==> config.mk <==
export PLATFORM = sky130hd
export DESIGN_NAME = nbc_ram
export DESIGN_NICKNAME = d
export VERILOG_FILES = /design/src/nbc_ram.sv
export SDC_FILE = /design/constraint.sdc
export NUM_CORES = 2
export LEC_CHECK = 0
export BUFFER_PORTS_ARGS = -buffer_cell sky130_fd_sc_hd__buf_4
export CAP_MARGIN = 20
export CORE_ASPECT_RATIO = 0.7
export CORE_UTILIZATION = 55
export DETAILED_ROUTE_END_ITERATION = 8
export PLACE_DENSITY = 0.71
export SETUP_SLACK_MARGIN = 0.2
export SLEW_MARGIN = 40
export SYNTH_ARGS = -nofsm -noshare
export SYNTH_HDL_FRONTEND = slang
export SYNTH_SLANG_ARGS = --single-unit
==> constraint.sdc <==
create_clock -name clk -period 3.8 [get_ports clk]
set_input_delay 0.19 -clock clk [delete_from_list [all_inputs] [get_ports clk]]
set_output_delay 0.19 -clock clk [all_outputs]
set_load 0.03 [all_outputs]
==> src/nbc_ram.sv <==
// generic single-port-write ram with registered read
`timescale 1ns / 1ps
module nbc_ram #(
	parameter int W = 8,
	parameter int D = 256
) (
	input  logic                 clk,
	input  logic                 we,
	input  logic [$clog2(D)-1:0] waddr,
	input  logic [W-1:0]         wdata,
	input  logic [$clog2(D)-1:0] raddr,
	output logic [W-1:0]         rdata
);
	logic [W-1:0] mem_q [D];

	always_ff @(posedge clk) begin
		if (we) begin
			mem_q[waddr] <= wdata;
		end
		rdata <= mem_q[raddr];
	end
endmodule

==> results.ini <==
[logic_synthesis]
muxShareOfSynthArea_pct = 14.6
synth_cell_types = 55
synth_top_family_by_area = multiplexers
synthFlopType = edfxtp_1
synth-compound-area-share_pct = 3.42
synth_top_cell_area_share_pct = 77.3
ys_seq_area_share_pct = 77.5
synth_top_area_cell = edfxtp_1
async_flop_share_pct = 0
syn_avg_cell_area_um2 = 21.3
syn_inst = 3733
synth-simple-area-share_pct = 2.63
synth_xor_area_share_pct = 0
synth_nets = 3759
synth_area_um2 = 79600
synthTopCellsByArea = edfxtp_1, mux4_2, mux2i_1
yosys_warnings = 0
synth.ff_latch_count = 2056
synth_edf_count = 2048
synth_fa_ha_area_share_pct = 0

[sta]
fin_crit_sh_pct = 70.1
relSlewSlack_pct = 35.0
rsz0062_at_grt = no
finClkSkew_ns = 0.0265
post-route-min-period_ns = 2.67
fmax_mhz = 375
worst_pin_slew_ns = 0.966
drv_slew = 0
setup-violations-final = 0
whs_ns = 0.0378
tns_ns = 0
finalHoldViolCount = 0

[clock_network]
root_buffer = clkbuf_16
htree_num_levels = 4
cts_sinks = 2056
cts_tree = yes
cts_resized = 0
insertion_delay_ns = 0.80
cts_buffer_depth = 3
clk_pin_slew_ns = 0.06
numCtsBuffers = 179

[global_route]
overflow = 0
first_global_vias = 39200
grt_max_degree = 123
grt_pass1_wl_um = 286000
antenna_found_initial = 7
grt_usage_pct = 27.6

[drt]
drtPass1Iterations = 6
num_vias = 40500
via_per_inst = 6.74
ant_nets = 0
post_drt_wl_per_cell_um = 33.2
wirelength_um = 200000
first_iter_violations = 6574
drc = 0

[layout]
post-route-util_pct = 62.3
drive_gt1_share_pct = 26.6
num-fill-cells = 9570
register_area_um2 = 61700
areaGrowthSynthToFinish_pct = 12.1
fin_nets = 4006
multiInputGateArea_um2 = 16700
postLayoutCellArea_um2 = 89200
stdcell_count = 6019

[setup_path]
worst_path_max_delay_cell = nor3_1
max_stage_delay_ns = 0.72
cp.required_ns = 4.45
crit_fanout = 1
cp.arrival_ns = 3.32
endpoint_kind = flip-flop
startpoint_type = flip-flop
crit_chain = mux4_2, a22oi_1, a21oi_1, nor3_1, nor4_1
crit_buf_inv = 0
path_class = reg -> reg
path_delay_family = compound AO/OA/AOI/OAI gates

[floorplan]
io-pin-count = 34
rows = 116
core_um2 = 143000
initial_core_util_pct = 55.5
die-height_um = 320
dieArea_um2 = 146000
die_x_um = 457

[place]
hpwl_um = 127000
placed_area_um2 = 83200
gp_congestion = 0.914
port-buffer-count = 33
dp.cells = 5679

[pwr]
leakagePower_nw = 27.7
worst_ir_drop_vdd_mv = 0.494
powerDensity_nw_per_um2 = 508

[flow_run]
drv_cap = 0

[worst_hold_path]
hold_path_class = in -> reg

[status]
status = finished clean

==> Yosys cell counts, drive strengths merged (2+ instances only) <==
library cell and instances:
o21ai 12, a221oi 14, mux4 456, a211oi 16, and2 6, o221ai 47
o22ai 28, o22a 5, o32ai 5, nor3 22, a311oi 2, o211ai 10
clkbuf 111, nand2 33, and3b 2, mux2i 134, a22oi 133, nor2b 31
a22o 8, a21oi 96, or2 4, a2111oi 5, nand2b 8, nand4 10
edfxtp 2048, buf 122, dfxtp 8, nor4 27, nand3b 2, a31oi 2
nand3 34, nor2 282
==> final cells by class <==
class                   instances  share of cell area (%)
flip-flops and latches       2056                    69.1
multi-input cells            1442                    18.8
well taps                    1888                    2.65
inverters                       2                 0.00842
diodes                          5                  0.0140
clock inverters                95                   0.919
repair buffers                299                    3.09
clock buffers                 232                    5.42
==> report_power, final <==
part	switching, W	internal [W]
Combinational	0.00160	0.000855
Sequential	0.0000399	0.0250
Clock	0.00804	0.00981
==> logic make-up (layout without fill, tap and decap cells) <==
| logic type | Yosys count | in the layout |
|---|---|---|
| AO/OA/AOI/OAI | 385 | 385 |
| AND/OR/NAND/NOR | 466 | 466 |
| other | 0 | 5 |
| buffers and inverters | 235 | 628 |
| multiplexers | 591 | 591 |
| flip-flops | 2056 | 2056 |
==> worst reg2reg max path: cells and delay by family, from the launching register on <==
family / cells / cell delay, ns
flops: 1 / 0.36
simple gates: 2 / 0.85
compound gates: 2 / 0.86
mux: 1 / 0.45
==> flip-flops by register name (all words and copies together) (netlist names) <==
signal	flops
mem_q	2048
rdata	8
==> worst paths after layout <==
path	cells past startpoint	slack, ns	end	from
worst max register to register	5	1.13	rdata[5]$_DFF_P_	mem_q[216][5]$_DFFE_PP_
worst max-delay path	5	1.13	rdata[5]$_DFF_P_	mem_q[216][5]$_DFFE_PP_
worst min register to register	6	1.15	rdata[0]$_DFF_P_	mem_q[39][0]$_DFFE_PP_
worst min-delay path	1	0.04	mem_q[241][3]$_DFFE_PP_	wdata[3]
==> through the flow <==
| stage | worst slack [ns] | total power (W) |
|---|---|---|
| CTS | 1.13 | 0.0455 |
| finish | 1.13 | 0.0453 |
| global placement | 0.275 | 0.0279 |
| detailed placement | 0.419 | 0.0279 |
| floorplan | 1.67 | 0.0267 |
| global route | 1.16 | 0.0463 |
==> layer usage <==
layer  wire, um  part of all wire (%)  vias to the layer above  global-route usage [%]
li1           -                     -                    16200                       -
met1      82200                    41                    21400                    43.2
met2      88100                    44                     2702                    39.0
met3      25000                    13                      283                    6.60
met4       4300                   2.2                        4                    7.32
met5         27                 0.014                        -                       0
==> cells in the final DEF, fill, tap and decap left out, types with 25 or more instances in the layout <==
| master | count |
|---|---|
| nor2_1 | 207 |
| buf_12 | 25 |
| nor2b_1 | 27 |
| a21oi_1 | 95 |
| clkbuf_1 | 45 |
| clkbuf_16 | 186 |
| buf_4 | 251 |
| clkinv_1 | 38 |
| o221ai_1 | 46 |
| nor2_2 | 72 |
| edfxtp_1 | 2048 |
| nand2_1 | 29 |
| a22oi_1 | 133 |
| o22ai_1 | 28 |
| clkinv_2 | 33 |
| nand3_1 | 31 |
| mux2i_1 | 134 |
| mux4_2 | 454 |
==> timing repair <==
item	4_1_cts	5_1_grt
endpoints found under the hold margin	281	0
hold buffers	6	0
setup buffers	0	0
Note: power is estimated with default switching activity, not from simulation.
