File: config.mk
export PLATFORM = sky130hd
export DESIGN_NAME = nbc_div
export DESIGN_NICKNAME = d
export VERILOG_FILES = /design/src/nbc_pkg.sv /design/src/nbc_div.sv
export SDC_FILE = /design/constraint.sdc
export NUM_CORES = 1
export LEC_CHECK = 0
export BUFFER_PORTS_ARGS = -buffer_cell sky130_fd_sc_hd__buf_4
export CORE_MARGIN = 4
export CORE_UTILIZATION = 40
export DETAILED_ROUTE_END_ITERATION = 6
export PLACE_DENSITY_LB_ADDON = 0.15
export SLEW_MARGIN = 20
export SYNTH_ARGS = -nofsm -noshare
export SYNTH_HDL_FRONTEND = slang
export SYNTH_SLANG_ARGS = --single-unit
export TNS_END_PERCENT = 100
File: constraint.sdc
create_clock -name clk -period 6.9 [get_ports clk]
set_clock_uncertainty 0.05 [all_clocks]
set_input_delay 0.345 -clock clk [delete_from_list [all_inputs] [get_ports clk]]
set_output_delay 0.345 -clock clk [all_outputs]
set_load 0.1 [all_outputs]
File: src/nbc_pkg.sv
// shared constants for the byte-level naive bayes classifier
`timescale 1ns / 1ps
package nbc_pkg;
	localparam int ACC_W          = 48;
	localparam int TOT_W          = 32;
	localparam int CHAR_W         = 8;
	localparam int CHAR_N         = 256;
	localparam int COUNT_BITS_DEF = 24;
	localparam int FRAC_BITS_DEF  = 24;

	// command codes
	localparam logic CMD_TRAIN = 1'b0;
	localparam logic CMD_SCORE = 1'b1;
endpackage

File: src/nbc_div.sv
// restoring divider, one quotient bit per cycle
`timescale 1ns / 1ps
module nbc_div #(
	parameter int NUM_W = 81,
	parameter int DEN_W = 57
) (
	input  logic             clk,
	input  logic             arst_n,
	input  logic             start,
	input  logic [NUM_W-1:0] num,
	input  logic [DEN_W-1:0] den,
	output logic             done,
	output logic [NUM_W-1:0] quot
);
	import nbc_pkg::*;
	localparam int CNT_W = $clog2(NUM_W + 1);

	logic [NUM_W-1:0] num_q;
	logic [DEN_W-1:0] rem_q, den_q;
	logic [CNT_W-1:0] cnt_q;
	logic             busy_q, done_q;
	logic [DEN_W:0]   trial, diff;
	logic             fits;

	assign trial = {rem_q, num_q[NUM_W-1]};
	assign fits  = trial >= {1'b0, den_q};
	assign diff  = trial - {1'b0, den_q};
	assign done  = done_q;
	assign quot  = num_q;

	always_ff @(posedge clk or negedge arst_n) begin
		if (!arst_n) begin
			busy_q <= 1'b0;
			done_q <= 1'b0;
			cnt_q  <= '0;
		end else begin
			done_q <= 1'b0;
			if (start) begin
				busy_q <= 1'b1;
				cnt_q  <= CNT_W'(NUM_W);
			end else if (busy_q) begin
				cnt_q <= cnt_q - 1'b1;
				if (cnt_q == CNT_W'(1)) begin
					busy_q <= 1'b0;
					done_q <= 1'b1;
				end
			end
		end
	end

	always_ff @(posedge clk) begin
		if (start) begin
			num_q <= num;
			den_q <= den;
			rem_q <= '0;
		end else if (busy_q) begin
			rem_q <= fits ? diff[DEN_W-1:0] : trial[DEN_W-1:0];
			num_q <= {num_q[NUM_W-2:0], fits};
		end
	end
endmodule

==> flow_summary.yaml, run 1 <==
detailed_routing:
  antenna_left: 0
  routed_wire_length_per_instance_um: 17.4
  initialDrtViolationCount: 577
  firstDrtPassIters: 5
  drt_wl_total_um: 31700
  post_drt_via_cell_ratio: 5.29
  vias: 9659
  drc_errors: 0
yosys:
  ys_top_cells_by_area: "edfxtp_1 (35%), dfxtp_1 (9.5%), mux2_2 (8.1%), ha_1 (6.1%), nand2_1 (3.9%)"
  post_synth_num_cell_types: 71
  yosysWarnings: 0
  seq_area_frac_synth_pct: 45.9
  yosys-top-cells-count: "edfxtp_1 (138), nand2_1 (125), nor2_1 (90), mux2_2 (86), inv_1 (82)"
  netlist_instances: 1179
  flops_latches_synth: 204
  synth_area_mm2: 0.0120
  postSynth.topFlopCell: "edfxtp_1"
  synthMostInstantiatedCell: "edfxtp_1"
  yosysTopAreaCell: "edfxtp_1"
  async_flop_share_pct: 4.41
  synth_edf_count: 138
  synth.avg_cell_area_um2: 10.2
  syn-num-nets: 1380
  yosys.area.top_type_share_pct: 34.5
final_layout:
  area_occupied_by_multi_input_gates_mm2: 0.00581
  finish.net_count: 1618
  layout-drive-gt1-share_pct: 26.7
  area_delta_synth_final_pct: 26.8
  layout.filler_cells: 2832
  fin_cells: 1827
  area.sequential_mm2: 0.00551
critical_path:
  arrival_time_reported_for_the_critical_path_endpoint_ps: 3900
  sort_of_element_at_the_end_of_the_critical_path: "flip-flop"
  reg2regPathDepth: 13
  crit_path_start_kind: "flip-flop"
  required_ps: 7270
  setup.worst_path.class: "reg -> reg"
  critical_path_peak_fanout: 58
pwr:
  ir_worst_vdd_mv: 0.263
  total_power_uw: 5430
  cellLeakagePower_uw: 0.00656
  power_per_cell_area_mw_per_mm2: 357
sta:
  slew_headroom_pct: 30.7
  timing.final.ws_setup_ps: 3380
  max_clock_freq_mhz: 284
  rsz0062_at_grt: "false"
  totalNegativeSetupSlack_ps: 0
  finalMaxSlewViolations: 0
  period_needed_ps: 3520
  worst_slew_pin_slew_ps: 1040
  hold_viol: 0
  post_route_hold_slack_ps: 56.1
  final_min_period_over_clock_period_pct: 51.1
  final_number_of_setup_violating_endpoints: 0
clock_tree:
  cts.root.buffer_cell: "clkbuf_16"
  worst_setup_hold_path_clk_slew_ps: 60
  tritoncts: "yes"
  worst_skew_pair.late_latency_ps: 540
  h-tree-depth: 1
  clock-sinks: 204
  clockBufferDepth: 3
  cts_inserted_buffers: 25
floorplan:
  core.rowCount: 63
  die_x_extent_um: 181
  die_height_um: 181
  io_pins: 223
  core_area_mm2: 0.0296
  fp.dieArea_mm2: 0.0329
  initial_utilization_pct: 40.5
global_route:
  grt_antenna_before_repair: 1
  maximum_number_of_pins_on_one_net_before_global_route_repair: 81
  grt.overflow.total: 0
  grt_pass1_wl_um: 51600
  groute.usage.overall_pct: 18.7
  first_global_vias: 9848
placed_design:
  hpwl_um: 22700
  gp_routability_congestion: 0.852
  place.detailed.instances: 1722
  port-buffer-count: 222
  place_ws_ps: 3390
worst_hold_path:
  cell_count_of_the_worst_hold_path: 2
  min-delay-path-class: "in -> reg"
run_status:
  status: "finished clean"
run:
  max_cap_violations: 0
## timing repair
item                                   4_1_cts  5_1_grt
setup buffers                                0        0
gates resized for setup                      0        0
endpoints found under the hold margin       66        0
hold buffers                                58        0
## per-layer routing
| metal | track usage (%) | routed length [µm] | up-vias | part of all wire, % |
|---|---|---|---|---|
| li1 | - | - | 4801 | - |
| met1 | 25.0 | 14200 | 4558 | 45 |
| met2 | 30.0 | 14300 | 269 | 45 |
| met3 | 5.88 | 2620 | 31 | 8.2 |
| met4 | 4.08 | 616 | 0 | 1.9 |
| met5 | 0 | 0 | - | 0 |
## sequential cells by signal (all words and copies together), names as in the netlist
register  flops
quot         81
den_q        57
rem_q        57
cnt_q         7
busy_q        1
done          1
## final cells by class
cell class              instances  share of cell area, %
clock buffers                  33                   4.57
flip-flops and latches        204                   36.2
well taps                     390                   3.20
repair buffers                286                   15.1
clock inverters                13                  0.707
multi-input cells             818                   38.2
inverters                      82                   2.03
diodes                          1                 0.0164
## path summary, 6_finish.rpt
kind                                  startpoint                     end  slack [ps]
min in group asynchronous                 arst_n    cnt_q[4]$_DFFE_PN0P_         140
min reg2reg                rem_q[9]$_SDFFE_PP0P_  rem_q[10]$_SDFFE_PP0P_         440
max in group asynchronous                 arst_n        busy_q$_DFF_PN0_        6500
min                                      num[59]      quot[59]$_DFFE_PP_          60
max                           quot[80]$_DFFE_PP_  rem_q[55]$_SDFFE_PP0P_        3380
max reg2reg                   quot[80]$_DFFE_PP_  rem_q[55]$_SDFFE_PP0P_        3380
## report_power, final
part | switching, µW | internal (µW)
Clock | 525 | 748
Sequential | 153 | 1540
Combinational | 1580 | 894
## logic make-up (layout without fill, tap and decap cells)
family | Yosys count | after routing | share of synthesized area, %
DFF | 204 | 204 | 45.9
AOI/OAI and AO/OA | 284 | 284 | 17.2
and+or+nand+nor | 333 | 333 | 12.8
muxes | 92 | 92 | 8.57
adders and majority gates | 60 | 60 | 6.31
other | 0 | 1 | 0
buffers and inverters | 157 | 414 | 5.73
xor gates and xnor gates | 49 | 49 | 3.57
## cells in the final DEF, fill, tap and decap left out, types with 7 or more instances in the layout
| cell | Yosys | routed |
|---|---|---|
| nand3_1 | 21 | 20 |
| a21o_1 | 38 | 38 |
| xor2_1 | 18 | 18 |
| o21bai_1 | 12 | 12 |
| clkbuf_16 | 0 | 25 |
| mux2_2 | 86 | 86 |
| dfxtp_1 | 57 | 57 |
| nand2_1 | 125 | 125 |
| edfxtp_1 | 138 | 138 |
| o21ai_0 | 29 | 29 |
| nand4_1 | 19 | 19 |
| xnor2_1 | 31 | 31 |
| a311oi_1 | 19 | 19 |
| inv_1 | 82 | 81 |
| nor3_1 | 19 | 19 |
| a211oi_1 | 20 | 20 |
| nor2_1 | 90 | 90 |
| dfrtp_1 | 9 | 8 |
| o211ai_1 | 12 | 12 |
| a21oi_1 | 77 | 77 |
| ha_1 | 59 | 59 |
| dlygate4sd3_1 | 0 | 58 |
| and3_1 | 15 | 15 |
| nand2b_1 | 7 | 7 |
| a31oi_1 | 11 | 11 |
| a311oi_2 | 17 | 17 |
| buf_4 | 0 | 227 |
## worst max-delay path, stage by stage, from the launching register on
cell,delay [ps]
edfxtp_1,380
inv_1,60
ha_1,200
inv_1,70
fa_1,210
nand3_1,110
a21oi_1,390
o2111ai_1,220
a21oi_2,260
o211ai_1,170
and3_4,440
or3_1,430
mux2_2,260
a22o_1,170
## through the flow
step	area, µm²	util, %
floorplan	12000	-
global placement	13800	46.7
detailed placement	13800	46.7
CTS	15200	51.4
global route	15200	51.4
finish	15200	51.4
Power figures use the tool's default switching activity.
==> run 2: changes to the inputs <==
==> constraint.sdc (replaced) <==
create_clock -name clk -period 3.3 [get_ports clk]
set_clock_uncertainty 0.05 [all_clocks]
set_input_delay 0.165 -clock clk [delete_from_list [all_inputs] [get_ports clk]]
set_output_delay 0.165 -clock clk [all_outputs]
set_load 0.1 [all_outputs]
==> run 2 against run 1 <==
Die area unchanged. Clock power up 110%. Total power up 120%. Hold slack better by 53 ps. Via count up 6.4%. Sequential cell count unchanged. Critical path type unchanged. Combinational power up 130%. Core utilization up 4.3 points.
==> flow_summary.yaml, run 2 (synthesis results as in run 1) <==
detailed_routing:
  drc_errors: 0
  drt_wl_total_um: 34400
  initialDrtViolationCount: 535
  routed_wire_length_per_instance_um: 17.7
  post_drt_via_cell_ratio: 5.27
  antenna_left: 0
  vias: 10300
  firstDrtPassIters: 5
critical_path:
  sort_of_element_at_the_end_of_the_critical_path: "flip-flop"
  setup.worst_path.class: "reg -> reg"
  worst_path_max_delay_cell: "o211ai_1"
  slowest_delay_ps: 390
  crit_path_start_kind: "flip-flop"
  critical_path_peak_fanout: 26
  required_ps: 3650
  crit_chain: "inv_1 -> ha_2 -> a21o_1 -> and2_1 -> a311oi_2 -> o2111ai_2 -> o211ai_1 -> nand3_2 -> buf_12 -> mux2_2 -> mux2i_1 -> nor2_1"
  arrival_time_reported_for_the_critical_path_endpoint_ps: 3540
  critPathTopFamily: "compound AO/OA/AOI/OAI gates"
  cp.buffers_inverters: 2
clock_tree:
  cts.root.buffer_cell: "clkbuf_16"
  h-tree-depth: 1
  worst_setup_hold_path_clk_slew_ps: 60
  tritoncts: "yes"
  clockBufferDepth: 3
  worst_skew_pair.late_latency_ps: 540
  cts_inserted_buffers: 25
  clock-sinks: 204
floorplan:
  initial_utilization_pct: 40.5
  io_pins: 223
  core_area_mm2: 0.0296
  die_height_um: 181
  core.rowCount: 63
  fp.dieArea_mm2: 0.0329
  die_x_extent_um: 181
sta:
  finalMaxSlewViolations: 0
  final_min_period_over_clock_period_pct: 96.6
  hold_viol: 0
  slew_headroom_pct: 42.7
  final_number_of_setup_violating_endpoints: 0
  max_clock_freq_mhz: 314
  period_needed_ps: 3190
  totalNegativeSetupSlack_ps: 0
  worst_slew_pin_slew_ps: 859
pwr:
  ir_worst_vdd_mv: 0.448
  power_per_cell_area_mw_per_mm2: 726
  cellLeakagePower_uw: 0.00716
final_layout:
  fin_cells: 1949
  layout-drive-gt1-share_pct: 28.1
  postLayoutCoreUtil_pct: 55.7
  area_delta_synth_final_pct: 37.5
  layout.filler_cells: 2599
  layout.cells.most_common: "buf_4"
  layout_common_cells: "buf_4 (261), dlygate4sd3_1 (140), edfxtp_1 (138)"
  antenna_cells_inserted: 0
  finish.net_count: 1741
  largest_reg_flops: 81
global_route:
  grt_antenna_before_repair: 0
  maximum_number_of_pins_on_one_net_before_global_route_repair: 82
  grt_pass1_wl_um: 55100
  met2_track_demand_over_resource_in_global_routing_pct: 33.4
  grt.overflow.total: 0
  grt.met1_usage_pct: 26.6
  grt_busiest_layer: "met2"
  first_global_vias: 10600
  gr-usage-met3_pct: 4.77
  groute.usage.overall_pct: 20.0
placed_design:
  gp_routability_congestion: 0.855
  port-buffer-count: 222
  place.detailed.instances: 1759
  hpwl_um: 23700
worst_hold_path:
  min-delay-path-class: "in -> reg"
run:
  max_cap_violations: 0
run_status:
  status: "finished clean"
==> run 2: cell count changes in the layout (fill, tap and decap cells not counted), moves of 3 or more <==
cell           delta
dlygate4sd3_1    +82
buf_4            +34
buf_12            +5
a21oi_1           -3
clkbuf_1          +3
clkinvlp_4        -3
==> run 2: power by group <==
| group | switching (µW) | leakage [µW] | internal (µW) |
|---|---|---|---|
| combinational | 3500 | 0.00478 | 2270 |
| clock | 1110 | 0.000396 | 1570 |
| sequential | 335 | 0.00199 | 3210 |
| total | 4940 | 0.00716 | 7050 |
==> run 2: what timing repair did <==
| item | in CTS | in global routing |
|---|---|---|
| setup endpoints to repair | 1 | 44 |
| resized for setup | 1 | 12 |
| gates cloned | 0 | 2 |
| pin swaps | 0 | 3 |
| setup buffers | 0 | 2 |
| endpoints found under the hold margin | 147 | 0 |
| hold buffers | 140 | 0 |
==> run 2: final timing paths <==
kind                                        start                      to  slack (ps)  depth (start not counted)
max                           den_q[32]$_DFFE_PP_  rem_q[42]$_SDFFE_PP0P_         110                         12
min                                         start     den_q[18]$_DFFE_PP_         110                          1
max reg2reg                   den_q[32]$_DFFE_PP_  rem_q[42]$_SDFFE_PP0P_         110                         12
min reg2reg                rem_q[44]$_SDFFE_PP0P_  rem_q[44]$_SDFFE_PP0P_         440                          2
max in group asynchronous                  arst_n        busy_q$_DFF_PN0_        2290                          3
min in group asynchronous                  arst_n    cnt_q[6]$_DFFE_PN0P_         600                          3
==> run 2: layer usage <==
layer / wire [µm] / part of all wire [%]
met1: 15300 / 44
met3: 2220 / 6.4
met5: 0 / 0
met4: 778 / 2.3
met2: 16200 / 47
==> run 2: cell type report <==
cell class	instances	area [µm²]	area share (%)
clock buffer	36	707	4.28
clock inverter	10	91.3	0.553
inverter	82	309	1.87
multi-input combinational	819	5910	35.8
sequential	204	5510	33.4
tap	390	488	2.96
timing repair buffer	408	3500	21.2
==> run 2: metrics by stage <==
step | instance area, µm² | worst slack [ps] | total power (µW) | hold slack (ps)
floorplan | 12000 | -43.8 | 7620 | -181
global placement | 14200 | 60.2 | 8980 | -51.1
detailed placement | 14200 | 40.6 | 9010 | -51.6
CTS | 16400 | 94.6 | 11900 | 126
global route | 16500 | -8.98 | 12700 | 134
finish | 16500 | 113 | 12000 | 109
==> run 3: changes to the inputs <==
==> constraint.sdc (replaced) <==
create_clock -name clk -period 2.8 [get_ports clk]
set_clock_uncertainty 0.05 [all_clocks]
set_input_delay 0.14 -clock clk [delete_from_list [all_inputs] [get_ports clk]]
set_output_delay 0.14 -clock clk [all_outputs]
set_load 0.1 [all_outputs]
==> run 3 against run 2 <==
Global-route usage grew 1.8 points. Clock-buffer cell count shrank 4. Non-clock buffer count grew 177. Critical path type unchanged. Sequential share of layout area shrank 4.3 points. Clock power grew 34%. The run now ends with negative setup slack left. Via count grew 7.4%. Critical path depth grew 2. Sequential cell count is the same.
==> flow_summary.yaml, run 3 (synthesis results as in run 1) <==
placed_design:
  hpwl_um: 26200
  place_ws_ps: -284
  port-buffer-count: 222
  placed_cell_area_mm2: 0.0156
  gp_routability_congestion: 0.915
sta:
  period_needed_ps: 2900
  totalNegativeSetupSlack_ps: -2300
  slew_headroom_pct: 61.2
  final_number_of_setup_violating_endpoints: 50
  worst_slew_pin_slew_ps: 582
  rsz0062_at_grt: "true"
  timing.final.ws_setup_ps: -102
  max_clock_freq_mhz: 345
  finalMaxSlewViolations: 0
  hold_viol: 0
  final_min_period_over_clock_period_pct: 104
detailed_routing:
  drt_wl_total_um: 37800
  antenna_left: 0
  firstDrtPassIters: 5
  routed_wire_length_per_instance_um: 17.8
  vias: 11000
  initialDrtViolationCount: 528
  post_drt_via_cell_ratio: 5.19
  drc_errors: 0
critical_path:
  sort_of_element_at_the_end_of_the_critical_path: "flip-flop"
  slowest_delay_ps: 400
  crit_chain: "inv_1 -> ha_2 -> inv_2 -> fa_2 -> nand3_4 -> a21oi_4 -> o2111ai_2 -> a21oi_2 -> o211ai_1 -> nand3_2 -> buf_12 -> mux2_4 -> mux2i_1 -> nor2_1"
  setup.worst_path.class: "reg -> reg"
  worst_path_max_delay_cell: "edfxtp_1"
  required_ps: 3170
  critical_path_peak_fanout: 17
  crit_path_start_kind: "flip-flop"
  arrival_time_reported_for_the_critical_path_endpoint_ps: 3270
floorplan:
  core.rowCount: 63
  die_x_extent_um: 181
  die_height_um: 181
  core_area_mm2: 0.0296
  io_pins: 223
  fp.dieArea_mm2: 0.0329
  initial_utilization_pct: 40.5
clock_tree:
  clock-sinks: 204
  worst_skew_pair.late_latency_ps: 550
  cts_inserted_buffers: 25
  tritoncts: "yes"
  clockBufferDepth: 3
  worst_setup_hold_path_clk_slew_ps: 60
  cts.root.buffer_cell: "clkbuf_16"
  h-tree-depth: 1
global_route:
  groute.usage.overall_pct: 21.9
  grt.overflow.total: 0
  maximum_number_of_pins_on_one_net_before_global_route_repair: 82
  grt_antenna_before_repair: 1
  grt_pass1_wl_um: 60100
  first_global_vias: 11300
pwr:
  ir_worst_vdd_mv: 0.561
  power_per_cell_area_mw_per_mm2: 906
  cellLeakagePower_uw: 0.00822
  total_power_uw: 17100
final_layout:
  finish.net_count: 1917
  layout-drive-gt1-share_pct: 44.2
  largest_reg_flops: 81
  layout.cell_area.non_filler_mm2: 0.0189
  layout_common_cells: "buf_4 (423), dlygate4sd3_1 (140), edfxtp_1 (138)"
  layout.cells.most_common: "buf_4"
  area_delta_synth_final_pct: 57.7
run_status:
  failed_checks: "negative setup slack"
  status: "complete, but fails checks"
worst_hold_path:
  min-delay-path-class: "in -> reg"
run:
  max_cap_violations: 0
## run 3: critical path, delay by kind of cell (launching register included)
kind,cells,cell delay [ps]
adder cells (fa/ha/maj),2,550
AND/OR/NAND/NOR,3,330
multiplexers,2,430
AO/OA/AOI/OAI,4,690
flip-flops,1,400
buffers and inverters,3,330
## run 3: cell type report
type / instances / area (µm²)
timing repair buffer: 585 / 4930
fill: 2387 / 10700
tap: 390 / 488
clock buffer: 32 / 672
clock inverter: 14 / 233
antenna: 1 / 2.50
sequential: 204 / 5510
inverter: 82 / 309
multi-input combinational: 818 / 6780
## run 3: through the flow
step	hold slack, ps	cells	utilization (%)
6_report	71.1	2126	63.9
5_1_grt	118	2126	63.9
4_1_cts	78.9	2113	61.6
3_5_place_dp	-80.7	1919	52.5
3_3_place_gp	-79.4	1919	52.5
2_1_floorplan	-206	1179	-
## run 3: routing by layer
layer | vias up | part of all wire (%) | GRT usage, %
met5 | - | 0 | 0
met4 | 0 | 2.3 | 4.71
met3 | 52 | 5.5 | 4.57
met2 | 293 | 48 | 37.3
met1 | 5305 | 44 | 28.8
li1 | 5388 | - | -
## run 3: timing repair
| action | CTS | global route |
|---|---|---|
| resized for setup | 67 | 115 |
| endpoints found under the setup margin | 58 | 58 |
| pin swaps | 29 | 58 |
| buffers inserted | 7 | 11 |
| gates cloned | 1 | 2 |
| hold endpoints to repair | 147 | 0 |
| hold buffers | 140 | 0 |
## run 3: worst paths after layout
| check | start | endpoint | slack [ps] | cells after the start |
|---|---|---|---|---|
| setup / recovery | quot[80]$_DFFE_PP_ | rem_q[27]$_SDFFE_PP0P_ | -100 | 14 |
| hold / removal | start | cnt_q[3]$_DFFE_PN0P_ | 70 | 2 |
| setup reg to reg | quot[80]$_DFFE_PP_ | rem_q[27]$_SDFFE_PP0P_ | -100 | 14 |
| hold reg to reg | rem_q[50]$_SDFFE_PP0P_ | rem_q[51]$_SDFFE_PP0P_ | 450 | 2 |
| max in group asynchronous | arst_n | busy_q$_DFF_PN0_ | 1820 | 3 |
| min in group asynchronous | arst_n | cnt_q[4]$_DFFE_PN0P_ | 550 | 3 |
## run 3: power breakdown
| group | switching (µW) | internal (µW) |
|---|---|---|
| Clock | 1350 | 2250 |
| Combinational | 5040 | 4330 |
| Sequential | 384 | 3790 |
| Total | 6770 | 10400 |
