===== config.mk =====
export PLATFORM = sky130hd
export DESIGN_NAME = nbc_mul
export DESIGN_NICKNAME = d
export VERILOG_FILES = /design/src/nbc_pkg.sv /design/src/nbc_mul.sv
export SDC_FILE = /design/constraint.sdc
export NUM_CORES = 1
export LEC_CHECK = 0
export BUFFER_PORTS_ARGS = -buffer_cell sky130_fd_sc_hd__buf_2
export CAP_MARGIN = 30
export CORE_MARGIN = 8
export CORE_UTILIZATION = 52
export DETAILED_ROUTE_END_ITERATION = 10
export PLACE_DENSITY = 0.77
export SYNTH_ARGS = -nofsm -noshare
export SYNTH_HDL_FRONTEND = slang
export SYNTH_SLANG_ARGS = --single-unit

===== constraint.sdc =====
create_clock -name clk -period 4 [get_ports clk]
set_clock_uncertainty 0.2 [all_clocks]
set_input_delay 0.4 -clock clk [delete_from_list [all_inputs] [get_ports clk]]
set_output_delay 0.4 -clock clk [all_outputs]
set_load 0.02 [all_outputs]

===== src/nbc_pkg.sv =====
// shared constants for the byte-level naive bayes classifier
`timescale 1ns / 1ps
package nbc_pkg;
	localparam int ACC_W          = 48;
	localparam int TOT_W          = 32;
	localparam int CHAR_W         = 8;
	localparam int CHAR_N         = 256;
	localparam int COUNT_BITS_DEF = 24;
	localparam int FRAC_BITS_DEF  = 24;

	// command codes
	localparam logic CMD_TRAIN = 1'b0;
	localparam logic CMD_SCORE = 1'b1;
endpackage


===== src/nbc_mul.sv =====
// iterative shift-add multiplier, one operand bit per cycle
`timescale 1ns / 1ps
module nbc_mul #(
	parameter int W = nbc_pkg::ACC_W
) (
	input  logic           clk,
	input  logic           arst_n,
	input  logic           start,
	input  logic [W-1:0]   a,
	input  logic [W-1:0]   b,
	output logic           done,
	output logic [2*W-1:0] prod
);
	import nbc_pkg::*;
	localparam int CNT_W = $clog2(W + 1);

	logic [W-1:0]     a_q, hi_q, lo_q;
	logic [CNT_W-1:0] cnt_q;
	logic             busy_q, done_q;
	logic [W:0]       sum;

	assign sum  = {1'b0, hi_q} + (lo_q[0] ? {1'b0, a_q} : '0);
	assign done = done_q;
	assign prod = {hi_q, lo_q};

	always_ff @(posedge clk or negedge arst_n) begin
		if (!arst_n) begin
			busy_q <= 1'b0;
			done_q <= 1'b0;
			cnt_q  <= '0;
		end else begin
			done_q <= 1'b0;
			if (start) begin
				busy_q <= 1'b1;
				cnt_q  <= CNT_W'(W);
			end else if (busy_q) begin
				cnt_q <= cnt_q - 1'b1;
				if (cnt_q == CNT_W'(1)) begin
					busy_q <= 1'b0;
					done_q <= 1'b1;
				end
			end
		end
	end

	always_ff @(posedge clk) begin
		if (start) begin
			a_q  <= a;
			lo_q <= b;
			hi_q <= '0;
		end else if (busy_q) begin
			{hi_q, lo_q} <= {sum, lo_q[W-1:1]};
		end
	end
endmodule


==> results of run 1 <==
[worst max-delay path: cells and delay by family (launching register included)]
family	cells	cell delay, ns
buffers and inverters	1	0.20
flip-flops	1	0.39
AND/OR/NAND/NOR	1	0.18
adder cells (fa/ha/maj)	1	0.43
AO/OA/AOI/OAI	8	2.11
[worst paths after layout]
check	start	cells past startpoint	end	slack [ns]
worst max-delay path	lo_q[0]	11	hi_q[43]	0.36
worst min-delay path	b[14]	2	lo_q[14]	0.07
worst max register to register	lo_q[0]	11	hi_q[43]	0.36
worst min register to register	hi_q[25]	2	hi_q[25]	0.29
max in group asynchronous	arst_n	2	busy_q	3.22
min in group asynchronous	arst_n	2	cnt_q[5]	0.19
[state kept, by name (all words and copies together), names as in the netlist]
name / count
hi_q: 48
a_q: 48
cnt_q: 6
done: 1
busy_q: 1
lo_q: 48
[Yosys cell counts, types with 10 or more instances]
cell type                  count  share of area, %
sky130_fd_sc_hd__mux2_2       48               6.3
sky130_fd_sc_hd__edfxtp_1     96                33
sky130_fd_sc_hd__clkbuf_1     34               1.5
sky130_fd_sc_hd__nor3_1       10              0.58
sky130_fd_sc_hd__o21bai_1     10              0.87
sky130_fd_sc_hd__nand4_1      14               1.0
sky130_fd_sc_hd__and2_1       53               3.9
sky130_fd_sc_hd__dfxtp_1      48                11
sky130_fd_sc_hd__mux2i_1      20               2.3
sky130_fd_sc_hd__a21o_1       32               2.8
sky130_fd_sc_hd__nand2_1      55               2.4
sky130_fd_sc_hd__nor2_1       58               2.5
sky130_fd_sc_hd__a31oi_1      10              0.73
sky130_fd_sc_hd__a21oi_1      58               3.4
sky130_fd_sc_hd__ha_1         50               7.3
sky130_fd_sc_hd__inv_1        13              0.57
sky130_fd_sc_hd__o21ai_0      43               2.5
sky130_fd_sc_hd__xnor2_1      24               2.4
sky130_fd_sc_hd__xor2_1       16               1.6
[metrics by stage]
step | area, um2 | instances
floorplan | 8610 | 812
global placement | 9780 | 1195
detailed placement | 9780 | 1195
CTS | 10900 | 1276
global route | 10900 | 1276
finish | 10900 | 1276
[final cells by class]
cell class	count	share of cell area, %
clock inverter	15	1.52
sequential	152	37.2
clock buffer	17	3.92
inverter	13	0.449
timing repair buffer	255	14.3
multi-input combinational	604	40.0
tap	220	2.53
[logic make-up (layout without fill, tap and decap cells)]
| family | Yosys count | count (layout) | share of synthesized area, % |
|---|---|---|---|
| simple gates | 241 | 241 | 14.2 |
| mux | 68 | 68 | 8.60 |
| flops | 152 | 152 | 47.0 |
| fa+ha+maj | 51 | 51 | 7.50 |
| compound gates | 204 | 204 | 16.1 |
| buf+inv | 56 | 300 | 2.54 |
| xor+xnor | 40 | 40 | 4.07 |
[cells in the final DEF (no fill, tap or decap), types with 5 or more instances in the layout]
cell type                       count
sky130_fd_sc_hd__o211ai_1           5
sky130_fd_sc_hd__xor2_1            16
sky130_fd_sc_hd__edfxtp_1          96
sky130_fd_sc_hd__nand3b_1           7
sky130_fd_sc_hd__and3_1             9
sky130_fd_sc_hd__dfrtp_1            7
sky130_fd_sc_hd__or3_1              7
sky130_fd_sc_hd__nor2_1            57
sky130_fd_sc_hd__mux2i_1           20
sky130_fd_sc_hd__buf_4             12
sky130_fd_sc_hd__inv_1             12
sky130_fd_sc_hd__a21oi_1           58
sky130_fd_sc_hd__mux2_2            48
sky130_fd_sc_hd__xnor2_1           24
sky130_fd_sc_hd__clkbuf_16         17
sky130_fd_sc_hd__a21o_1            32
sky130_fd_sc_hd__and2_1            53
sky130_fd_sc_hd__nand3_1            9
sky130_fd_sc_hd__buf_2            194
sky130_fd_sc_hd__nor3_1            10
sky130_fd_sc_hd__o21ai_0           43
sky130_fd_sc_hd__a31oi_1           10
sky130_fd_sc_hd__nor2b_1            6
sky130_fd_sc_hd__o21bai_1          10
sky130_fd_sc_hd__nand2_1           55
sky130_fd_sc_hd__dfxtp_1           48
sky130_fd_sc_hd__a211oi_1           5
sky130_fd_sc_hd__ha_1              50
sky130_fd_sc_hd__dlygate4sd3_1     49
sky130_fd_sc_hd__o21a_1             5
sky130_fd_sc_hd__nand2b_1           5
sky130_fd_sc_hd__nand4_1           14
[power by group]
group | internal (mW) | total [mW] | switching [mW]
sequential | 1.92 | 2.09 | 0.172
combinational | 0.764 | 1.90 | 1.14
clock | 0.932 | 1.61 | 0.682
total | 3.62 | 5.61 | 1.99
[routing by layer]
layer | part of all wire [%] | vias up | GRT usage [%]
li1 | - | 3454 | -
met1 | 43 | 3312 | 26.9
met2 | 46 | 278 | 35.6
met3 | 9.3 | 35 | 7.58
met4 | 2.1 | 0 | 8.21
met5 | 0 | - | 0
==> summary.md, run 1 <==
The run finished with clean final reports. Count of buffers inserted at the top-level ports: 195. The number of inserted diodes is 0.

In this run the core area contains 47 standard-cell rows. The data required time at the worst endpoint is 4.11 ns. The initial antenna violation count is 0. The critical path goes through buf_4, and2_1, fa_1, a21o_1, a221oi_2, o31ai_4, a311oi_4, o31ai_4, a41oi_4, a31oi_2, a221o_1.

STA classifies the critical path startpoint as a flop. After layout, the design draws a total of 5.61 mW. The via density per instance is 5.55. The clock tree root buffer cell is sky130_fd_sc_hd__clkbuf_16. The share of the yosys chip area belonging to registers was 47.0%; the maximum single-stage delay on the critical path was 0.43 ns. The count of nets left with antenna violations once routing finished came out at 0.

The H-tree was split into 4 levels. The clock passes through at most 2 buffers. The run gives 812 as the number of instances in the synthesized netlist.

The Yosys step of the flow raised 0 warnings. The area growth from synthesis to layout is 26.1%. Dividing the detail-routed wire length by the instance count gives 17.9 um.

The tools report the post-route worst hold slack as 0.0715 ns. In this run the post-CTS setup repair buffer count came out at 0. The most numerous cell type found on the critical path is sky130_fd_sc_hd__o31ai_4. The count of pins over their slew limit was 0; the number of detailed-route iterations in the first pass was 8. Cells fill 66.2% of the core in the end.

The number of synthesized flops with an enable pin was 96; the die span in x was 145 um. The logs give 17 for the number of CTS-inserted buffers and 7246 for the number of global-route vias before repair. Headroom to the max-slew limit came out at 54.5%. The final layout contains routed wiring with a total length of 22.8 mm. For the finished layout, the period the worst path requires is 3.64 ns.

The total area inside the core boundary comes to 16400 um2. The worst path uses 91.1% of the clock period. The share of flip-flops with an asynchronous set or reset after synthesis was 5.26%.

The die covers 20900 um2. For the combined area of all synthesized cells, the log shows 8610 um2. Initial standard-cell utilization of the core: 52.5%. In this run the power density over the cells is 516 nW/um2. CTS saw 152 sinks. Timing would allow up to 0.275 GHz.

Clock latency on the worst-skew pair, taken at its later pin, is 0.42 ns. Global routing used 22.1% of the available tracks. The detailed-route via count was 7079.

The most used flip-flop cell after synthesis is sky130_fd_sc_hd__edfxtp_1. The proportion of layout cells with a drive suffix above 1 works out to 28.3%. The worst-case IR drop observed on VDD is 354 uV.

Hold repair after CTS inserted 49 buffers. The number of remaining DRC errors was 0; the leakage dissipation was 4.93 nW. The final weighted congestion in routability-driven placement came out at 0.928. The number of ports placed on the die boundary came out at 196. The iteration-0 DRC count of the detailed router was 476.

Gates resized during post-CTS repair numbered 0. Setup repair after global routing left no endpoint under its margin. Setup total negative slack on the finished layout was measured at 0 ns. Setup violations remaining at the end of the flow were counted as 0.

The final-stage net count came out at 1193. The die height works out to 145 um. At the pin with the least slew margin, the transition time is 0.682 ns. Leftover overflow at the end of global routing: 0. Once routing completed, OpenROAD measured the worst setup slack at 0.357 ns. The combined flip-flop and latch cell area was 4050 um2. Data on the critical path arrives at its endpoint at 3.75 ns. Clock-pin slew was measured on the worst setup and hold paths at 0.07 ns.

The tools report the count of final hold-check violations as 0. The worst setup path is captured at a flop. The run gives 962 as the net count after synthesis. The slowest stage of the critical path is the sky130_fd_sc_hd__fa_1 cell.

The setup slack after placement is 0.390 ns, and the maximum fanout encountered on the critical timing path is 18. The multi-input combinational cells in the finished layout cover a total of 4350 um2. A synthesized cell averages 10.6 um2. The tool flagged a number of max-cap violations equal to 0. The synthesized design contains 152 register bits. TritonCTS built the clock tree.

The worst setup path is of the reg -> reg kind. The tools report the post-DP HPWL as 16.7 mm. The worst min-delay path class is in -> reg. Entering global routing, the biggest net connects 55 pins. The number of inserted filler cells in the final layout is 1282. The netlist uses 60 different library cells. The first-pass GRT wire length is 36.1 mm.
Note: power is estimated with default switching activity, not from simulation.
==> run 2: changes to the inputs <==
--- a/config.mk
+++ b/config.mk
@@ -14,3 +14,4 @@
 export SYNTH_ARGS = -nofsm -noshare
 export SYNTH_HDL_FRONTEND = slang
 export SYNTH_SLANG_ARGS = --single-unit
+export TNS_END_PERCENT = 5
==> constraint.sdc (replaced) <==
create_clock -name clk -period 4.6 [get_ports clk]
set_clock_uncertainty 0.2 [all_clocks]
set_input_delay 0.46 -clock clk [delete_from_list [all_inputs] [get_ports clk]]
set_output_delay 0.46 -clock clk [all_outputs]
set_load 0.02 [all_outputs]
==> run 2 against run 1 <==
Compared with the run above:
- total power shrank 13%
- setup slack improved by 0.34 ns
- global-route usage increased by 0.40 points
- clock power fell by 13%
- critical path type unchanged
- highest routed layer unchanged
- largest power group unchanged
- hold slack lost 0.051 ns
- non-clock buffer count fell by 8
- critical path depth increased by 2
==> summary.md, run 2 (same netlist as run 1, synthesis figures left out) <==
The top cell types in the final layout, fill and taps aside, are 194 x sky130_fd_sc_hd__buf_2, 96 x sky130_fd_sc_hd__edfxtp_1, 58 x sky130_fd_sc_hd__a21oi_1, 57 x sky130_fd_sc_hd__nor2_1, 55 x sky130_fd_sc_hd__nand2_1. The total of cells resized after clock tree synthesis came out at 0 (unchanged). The logs give 10800 um2 (-0.48%) for the post-route standard cell area excluding fillers and 1185 (-0.67%) for the final-stage net count.

Die span in x: 145 um (unchanged). The power density over cell area is 449 nW/um2 (-13%). Post-DP HPWL: 16.6 mm (-0.48%). The final critical-path share of the clock period works out to 84.9% (-6.1 points). The run gives 43.3% (-11 points) as the worst slew margin relative to its limit. Number of CTS-inserted buffers: 17 (unchanged).

The clock tree root buffer cell was sky130_fd_sc_hd__clkbuf_16. TritonCTS built the clock tree. The library cell contributing the largest single delay on the critical path was sky130_fd_sc_hd__a221oi_2. The number of buffers inserted by hold repair at cts was 43 (-12%). Relative to the synthesized area, the layout overhead comes to 25.5%. Floorplan row count: 47 (unchanged). Walking the worst path, the cells encountered are buf_4, and2_1, ha_1, fa_1, a21o_1, a221oi_2, o31ai_4, o21ai_0, o21bai_2, a31oi_1, o21ba_1, nor3_1, a221o_1. The via density per instance was 5.58 (+0.65%); the clock sink total was 152 (unchanged).

The run gives 0 (unchanged) as the number of remaining DRC errors. The most critical setup path has its endpoint at hi_q[41]. The reported net switching power was 1.73 mW (-13%); the fraction of power consumed by the clock network was 28.7% (about the same). Count of pins over their slew limit: 0 (unchanged).

The logs give 4.91 nW (-0.58%) for the leakage dissipation and 4 (unchanged) for the maximum level of the CTS H-tree. The final critical delay including setup and external delays came out at 3.91 ns (+0.264 ns). The post-CTS setup buffer count is 0 (unchanged), and the maximum count of clock buffers along a single path is 2 (unchanged). Final weighted congestion in routability-driven placement: 0.882 (-5.0%).

The number of failing setup endpoints in the final timing report was 0 (unchanged); the maximum single-stage delay on the critical path was 0.44 ns (about the same). The register share of total power is 37.6% (+0.3 points). The antenna violation net count after detailed routing is 0 (unchanged). The tools report the startpoint kind of the worst setup timing path as a flop.

In this run the critical register-to-register path is launched from lo_q[0]. The classification of the worst setup path was reg -> reg. The iteration-0 DRC count of the detailed router is 546 (+15%), and the proportion of layout cells with a drive suffix above 1 is 28.2% (-0.070 points). The cell depth of the worst flop-to-flop path works out to 13 (+2). The destination of the worst register-to-register timing path is hi_q[41].

The count of buffers inserted at the top-level ports is 195 (unchanged). In the final layout, the registers with the most flip-flops are a_q: 48 flops, hi_q: 48 flops, lo_q: 48 flops. The switching share of power was 35.6% (+0.093 points).

The startpoint of the worst hold path was a[21]. The tightest min-delay check is of the in -> reg type. The initial antenna violation count was 1 (+1). The run gives 0 (unchanged) as the count of final hold-check violations. The number of detailed-route iterations in the first pass was 7 (-1).

For the number of global-route vias before repair, the log shows 7179 (-0.92%). The tools report the worst-case register-to-register setup slack as 0.69 ns (+0.34 ns). Data required time at the worst endpoint: 4.72 ns (+0.61 ns). Setup repair after global routing left no endpoint under its margin.

The total routing resource utilization after global routing came out at 22.5% (+0.40 points). In this run the worst setup path begins at lo_q[0]. The number of ports placed on the die boundary was 196 (unchanged). The clock transition at the registers of the reported paths is 0.07 ns (about the same), and the die height is 145 um (unchanged).

The tools report the detailed-route via count as 7086 (+0.099%). Total buffers and inverters traversed by the critical path: 1 (unchanged). The maximum fanout encountered on the critical timing path is 31 (+13).

The run gives 22.8 mm (+0.16%) as the total wire length after detailed routing. The tools report the first-pass GRT wire length as 36.6 mm (+1.2%). The placement-stage cell area came out at 9770 um2 (-0.10%). The kind of cell with the highest combined delay along the critical path is compound AO/OA/AOI/OAI gates.

The count of max-cap constraint violations came out at 0 (unchanged). The maximum number of pins on one net before global-route repair is 53 (-3.6%). The path length in cells of the critical path was 13 (+2).

The leftover overflow at the end of global routing is 0 (unchanged), and the area of the core is 16400 um2 (unchanged). The clock insertion delay at the later pin of the skew report was 0.43 ns (about the same). For the internal power consumption, the log shows 3.13 mW (-13%).

The signal arrival time at the worst endpoint is 4.02 ns (+0.27 ns), and the area of the die is 20900 um2 (unchanged). The number of inserted filler cells in the final layout is 1279 (-0.23%). STA classifies the critical path endpoint as a flop.

The slew at the pin closest to its max-slew limit works out to 0.850 ns (+0.168 ns). The flow ran to the end, and the final reports show no timing, DRC or antenna violations. The achievable clock frequency was 0.256 GHz (-6.8%); the largest vdd supply drop was 285 uV (-19%). The initial standard-cell utilization of the core was 52.5% (unchanged). The routed wire length per instance works out to 18.0 um (+0.71%).

The library cell used most frequently in the layout, excluding fill and tap cells, is sky130_fd_sc_hd__buf_2. The logs give 33.7% (-0.2 points) for the power share of the combinational group and 0 ns (unchanged) for the accumulated negative setup slack.
[run 2: cell count changes in the layout (fill, tap and decap cells not counted), sizes merged]
| cell | delta |
|---|---|
| diode | +1 |
| dlygate4sd3 | -6 |
| clkinv | +1 |
| clkbuf | +1 |
| inv | -3 |
| clkinvlp | +1 |
| buf | -2 |
[run 2: worst min-delay path by stage]
stage	cells past startpoint	endpoint	slack (ns)
6_report	1	a_q[21]	0.02
5_1_grt	1	a_q[21]	0.001
4_1_cts	1	a_q[21]	0.001
3_5_place_dp	1	cnt_q[0]	0.12
3_3_place_gp	1	cnt_q[0]	0.11
2_1_floorplan	0	busy_q	-0.04
[run 2: metal layers]
metal | track usage [%] | up-vias | part of all wire [%]
met2 | 35.5 | 306 | 46
met5 | 0 | - | 0
li1 | - | 3437 | -
met3 | 8.86 | 30 | 11
met1 | 27.8 | 3313 | 42
met4 | 7.28 | 0 | 1.4
[run 2: cell type report]
cell class | count | area, um2 | share of cell area (%)
well taps | 220 | 275 | 2.55
flip-flops and latches | 152 | 4050 | 37.4
multi-input cells | 604 | 4350 | 40.2
inverters | 13 | 48.8 | 0.451
clock inverters | 14 | 149 | 1.38
clock buffers | 18 | 429 | 3.97
repair buffers | 247 | 1510 | 14.0
diodes | 1 | 2.50 | 0.0232
[run 2: stage by stage]
step	instances	hold slack (ns)	total power [mW]	util [%]	setup WS [ns]
after floorplan	812	-0.0356	2.97	-	1.00
after global placement	1191	0.114	3.42	59.4	0.891
after detailed placement	1192	0.123	3.44	59.5	0.743
after CTS	1267	0.00138	4.88	65.7	0.711
after global routing	1269	0.00134	5.12	65.9	0.462
final	1269	0.0207	4.86	65.9	0.693
[run 2: power by group through the flow]
stage,Clock [mW],Sequential [mW],Combinational (mW)
4_1_cts,1.42,1.83,1.63
2_1_floorplan,0,2.01,0.956
6_report,1.40,1.82,1.64
3_5_place_dp,0,1.85,1.60
3_3_place_gp,0,1.85,1.58
5_1_grt,1.47,1.85,1.80
==> run 3: changes to the inputs <==
--- a/config.mk
+++ b/config.mk
@@ -8,9 +8,9 @@
 export BUFFER_PORTS_ARGS = -buffer_cell sky130_fd_sc_hd__buf_2
 export CAP_MARGIN = 30
 export CORE_MARGIN = 8
-export CORE_UTILIZATION = 52
+export CORE_UTILIZATION = 50
 export DETAILED_ROUTE_END_ITERATION = 10
-export PLACE_DENSITY = 0.77
+export PLACE_DENSITY = 0.78
 export SYNTH_ARGS = -nofsm -noshare
 export SYNTH_HDL_FRONTEND = slang
 export SYNTH_SLANG_ARGS = --single-unit
==> constraint.sdc (replaced) <==
create_clock -name clk -period 3.25 [get_ports clk]
set_clock_uncertainty 0.2 [all_clocks]
set_input_delay 0.325 -clock clk [delete_from_list [all_inputs] [get_ports clk]]
set_output_delay 0.325 -clock clk [all_outputs]
set_load 0.02 [all_outputs]
==> run 3 against run 2 <==
Compared with the run above:
- the run now ends with setup timing left
- total power rose by 57%
- sequential share of layout area decreased by 4.7 points
- sequential cell count unchanged
- hold slack lost 0.00077 ns
- critical path depth shrank 2
- wire length up 15%
- global-route usage increased by 1.3 points
- non-clock buffer count grew 143
- critical endpoint is now hi_q[43]
- largest power group is now combinational cells
==> summary.md, run 3 (same netlist as run 1, synthesis figures left out) <==
The flow ran to the end, but the final reports show violations. The final reports fail on setup timing. The count of max-cap constraint violations was 0 (unchanged). The final-stage net count was 1328 (+12%). The count of pins over their slew limit was 0 (unchanged); the number of detailed-route iterations in the first pass was 5 (-2). The power density over cell area came out at 615 nW/um2 (+37%). The logs give 41.7 mm (+14%) for the first-pass GRT wire length and 48 (+2.1%) for the floorplan row count. The leakage dissipation is 5.60 nW (+14%). Leaving out fill and tap cells, the most frequent cell in the layout is sky130_fd_sc_hd__buf_2.

The run gives 0.922 (+4.5%) as the final weighted congestion in routability-driven placement. Setup slack of the critical path after layout: -0.0883 ns (-0.781 ns). For the number of remaining DRC errors, the log shows 0 (unchanged). Count of final hold-check violations: 0 (unchanged). Number of CTS-inserted buffers: 17 (unchanged). The tools report the iteration-0 DRC count of the detailed router as 534 (-2.2%). The maximum count of clock buffers along a single path was 2 (unchanged); the largest vdd supply drop was 417 uV (+46%). The area taken by multi-input logic gates was 4710 um2 (+8.3%). The wire length on met1 came out at 10.5 mm (+9.6%). The final standard cell utilization of the core was 72.5% (+6.6 points); the area of the die was 21700 um2 (+3.5%). The maximum single-stage delay on the critical path was 0.43 ns (about the same). From synthesis to final layout, the design area changed by 43.6%. For the post-route worst hold slack, the log shows 0.0200 ns (-0.000772 ns). The top routing layer in use was met4. The signal arrival time at the worst endpoint is 3.46 ns (-0.56 ns). In the layout the commonest cells are 194 x sky130_fd_sc_hd__buf_2, 104 x sky130_fd_sc_hd__buf_4, 96 x sky130_fd_sc_hd__edfxtp_1, 88 x sky130_fd_sc_hd__dlygate4sd3_1, 57 x sky130_fd_sc_hd__nor2_1.

For the antenna violation net count after detailed routing, the log shows 0 (unchanged). The total wire length after detailed routing came out at 26.3 mm (+15%). The die height was 147 um (+1.8%); the final critical-path share of the clock period was 103% (+18 points). The detailed-route via count was 7804 (+10%); the slew at the pin closest to its max-slew limit was 0.804 ns (-0.0464 ns). The count of buffers inserted at the top-level ports is 195 (unchanged). The run gives -0.130 ns (-0.873 ns) as the setup slack after placement.

The clock sink total was 152 (unchanged). The data required time at the worst endpoint was 3.37 ns (-1.35 ns); the maximum number of pins on one net before global-route repair was 118 (+120%). The maximum level of the CTS H-tree is 4 (unchanged). The worst setup path is launched from a flop. The logs give 50.5% (-2.0 points) for the initial standard-cell utilization of the core and 12400 um2 (+14%) for the post-route standard cell area excluding fillers. The via density per instance was 5.51 (-1.3%).

The maximum fanout encountered on the critical timing path is 5 (-84%). By startpoint and endpoint, the worst setup path is classified as reg -> reg. For this design, the slowest cell found on the critical path is sky130_fd_sc_hd__edfxtp_1.

Length of routed met2 wiring: 12.7 mm (+21%). Placement-stage cell area: 10500 um2 (+7.4%). For the number of inserted diodes, the log shows 0 (-1). The run gives 17100 um2 (+4.0%) as the area of the core.

The post-DP HPWL came out at 18.1 mm (+8.7%). The clock transition at the registers of the reported paths is 0.07 ns (about the same). For the count of placed standard cells including taps, the log shows 1289 (+8.1%). The clock insertion delay at the later pin of the skew report was 0.45 ns (+0.02 ns). The final critical delay including setup and external delays was 3.34 ns (-0.569 ns); the proportion of layout cells with a drive suffix above 1 was 37.4% (+9.1 points). The routed wire length per instance works out to 18.6 um (+3.2%). Worst min-delay path class: in -> reg. The combined flip-flop and latch cell area was 4050 um2 (unchanged).

Leftover overflow at the end of global routing: 0 (unchanged). The most frequent cell on the critical path is sky130_fd_sc_hd__o31ai_4. Number of failing setup endpoints in the final timing report: 6 (+6). The critical path goes through and2_4, ha_4, fa_2, a21o_1, a221oi_4, o31ai_4, a311oi_4, o31ai_4, a41oi_4, a31oi_4, a221o_1.

Die span in x: 147 um (+1.8%). The initial antenna violation count was 0 (-1); the final standard cell count with taps included and fillers excluded was 1416 (+12%). The routed length on met3 was 2.43 mm (-1.4%). TritonCTS built the clock tree.

The number of inserted filler cells in the final layout came out at 1205 (-5.8%). STA classifies the critical path endpoint as a flop. In the final layout, the registers with the most flip-flops are a_q: 48 flops, hi_q: 48 flops, lo_q: 48 flops.

The number of ports placed on the die boundary is 196 (unchanged), and the total routing resource utilization after global routing is 23.8% (+1.3 points). The number of global-route vias before repair was 8211 (+14%). The worst slew margin relative to its limit came out at 46.1% (+2.8 points).

Setup repair after global routing could not meet its margin everywhere. The achievable clock frequency is 0.300 GHz (+17%). CTS placed an instance of sky130_fd_sc_hd__clkbuf_16 at the clock tree root.
[run 3: changes by cell type in the layout (fill, tap and decap cells not counted), moves of 4 or more]
cell	previous run	this run
sky130_fd_sc_hd__buf_4	8	104
sky130_fd_sc_hd__clkinvlp_4	5	1
sky130_fd_sc_hd__ha_4	0	11
sky130_fd_sc_hd__a21oi_2	0	18
sky130_fd_sc_hd__a21oi_1	58	40
sky130_fd_sc_hd__ha_1	50	38
sky130_fd_sc_hd__o21ai_0	43	30
sky130_fd_sc_hd__dlygate4sd3_1	43	88
sky130_fd_sc_hd__o21ai_1	0	11
[run 3: timing repair]
item / in CTS / in global routing
pin swaps: 15 / 23
endpoints found under the hold margin: 94 / 1
endpoints found under the setup margin: 18 / 27
gates resized for setup: 38 / 36
hold buffers: 87 / 1
buffers inserted: 3 / 4
[run 3: area by class of cell]
type	count	area share, %
multi-input combinational	604	38.1
clock inverter	14	1.23
sequential	152	32.7
tap	225	2.28
timing repair buffer	390	21.8
inverter	13	0.395
clock buffer	18	3.47
[run 3: worst max-delay path, delay by kind of cell (launching register included)]
kind	cells	cell delay, ns
DFF	1	0.43
AOI/OAI and AO/OA	8	1.91
and+or+nand+nor	1	0.18
adders and majority gates	2	0.49
[run 3: report_power, final]
part | leakage [nW] | total [mW] | switching (mW) | internal, mW
clock | 0.284 | 2.00 | 0.913 | 1.09
sequential | 1.47 | 2.62 | 0.257 | 2.36
combinational | 3.85 | 2.98 | 1.59 | 1.39
[run 3: per-stage QoR]
stage / TNS (ns) / total power, mW
final: -0.294 / 7.60
after global routing: -2.89 / 7.96
after CTS: -0.156 / 7.48
after detailed placement: -0.970 / 5.29
after global placement: -0.182 / 5.23
after floorplan: -0.456 / 4.21
[run 3: final timing paths]
path	from	to	slack, ns	depth (start not counted)
worst min-delay path	b[35]	lo_q[35]	0.02	2
max in group asynchronous	arst_n	busy_q	2.56	2
worst max-delay path	lo_q[0]	hi_q[43]	-0.09	11
worst min register to register	hi_q[31]	hi_q[31]	0.26	2
worst max register to register	lo_q[0]	hi_q[43]	-0.09	11
min in group asynchronous	arst_n	cnt_q[4]	0.10	2
[run 3: layer usage]
metal,track usage (%),vias up
met5,0,-
met4,9.43,0
met3,8.12,62
met2,39.4,325
met1,27.8,3698
li1,-,3719
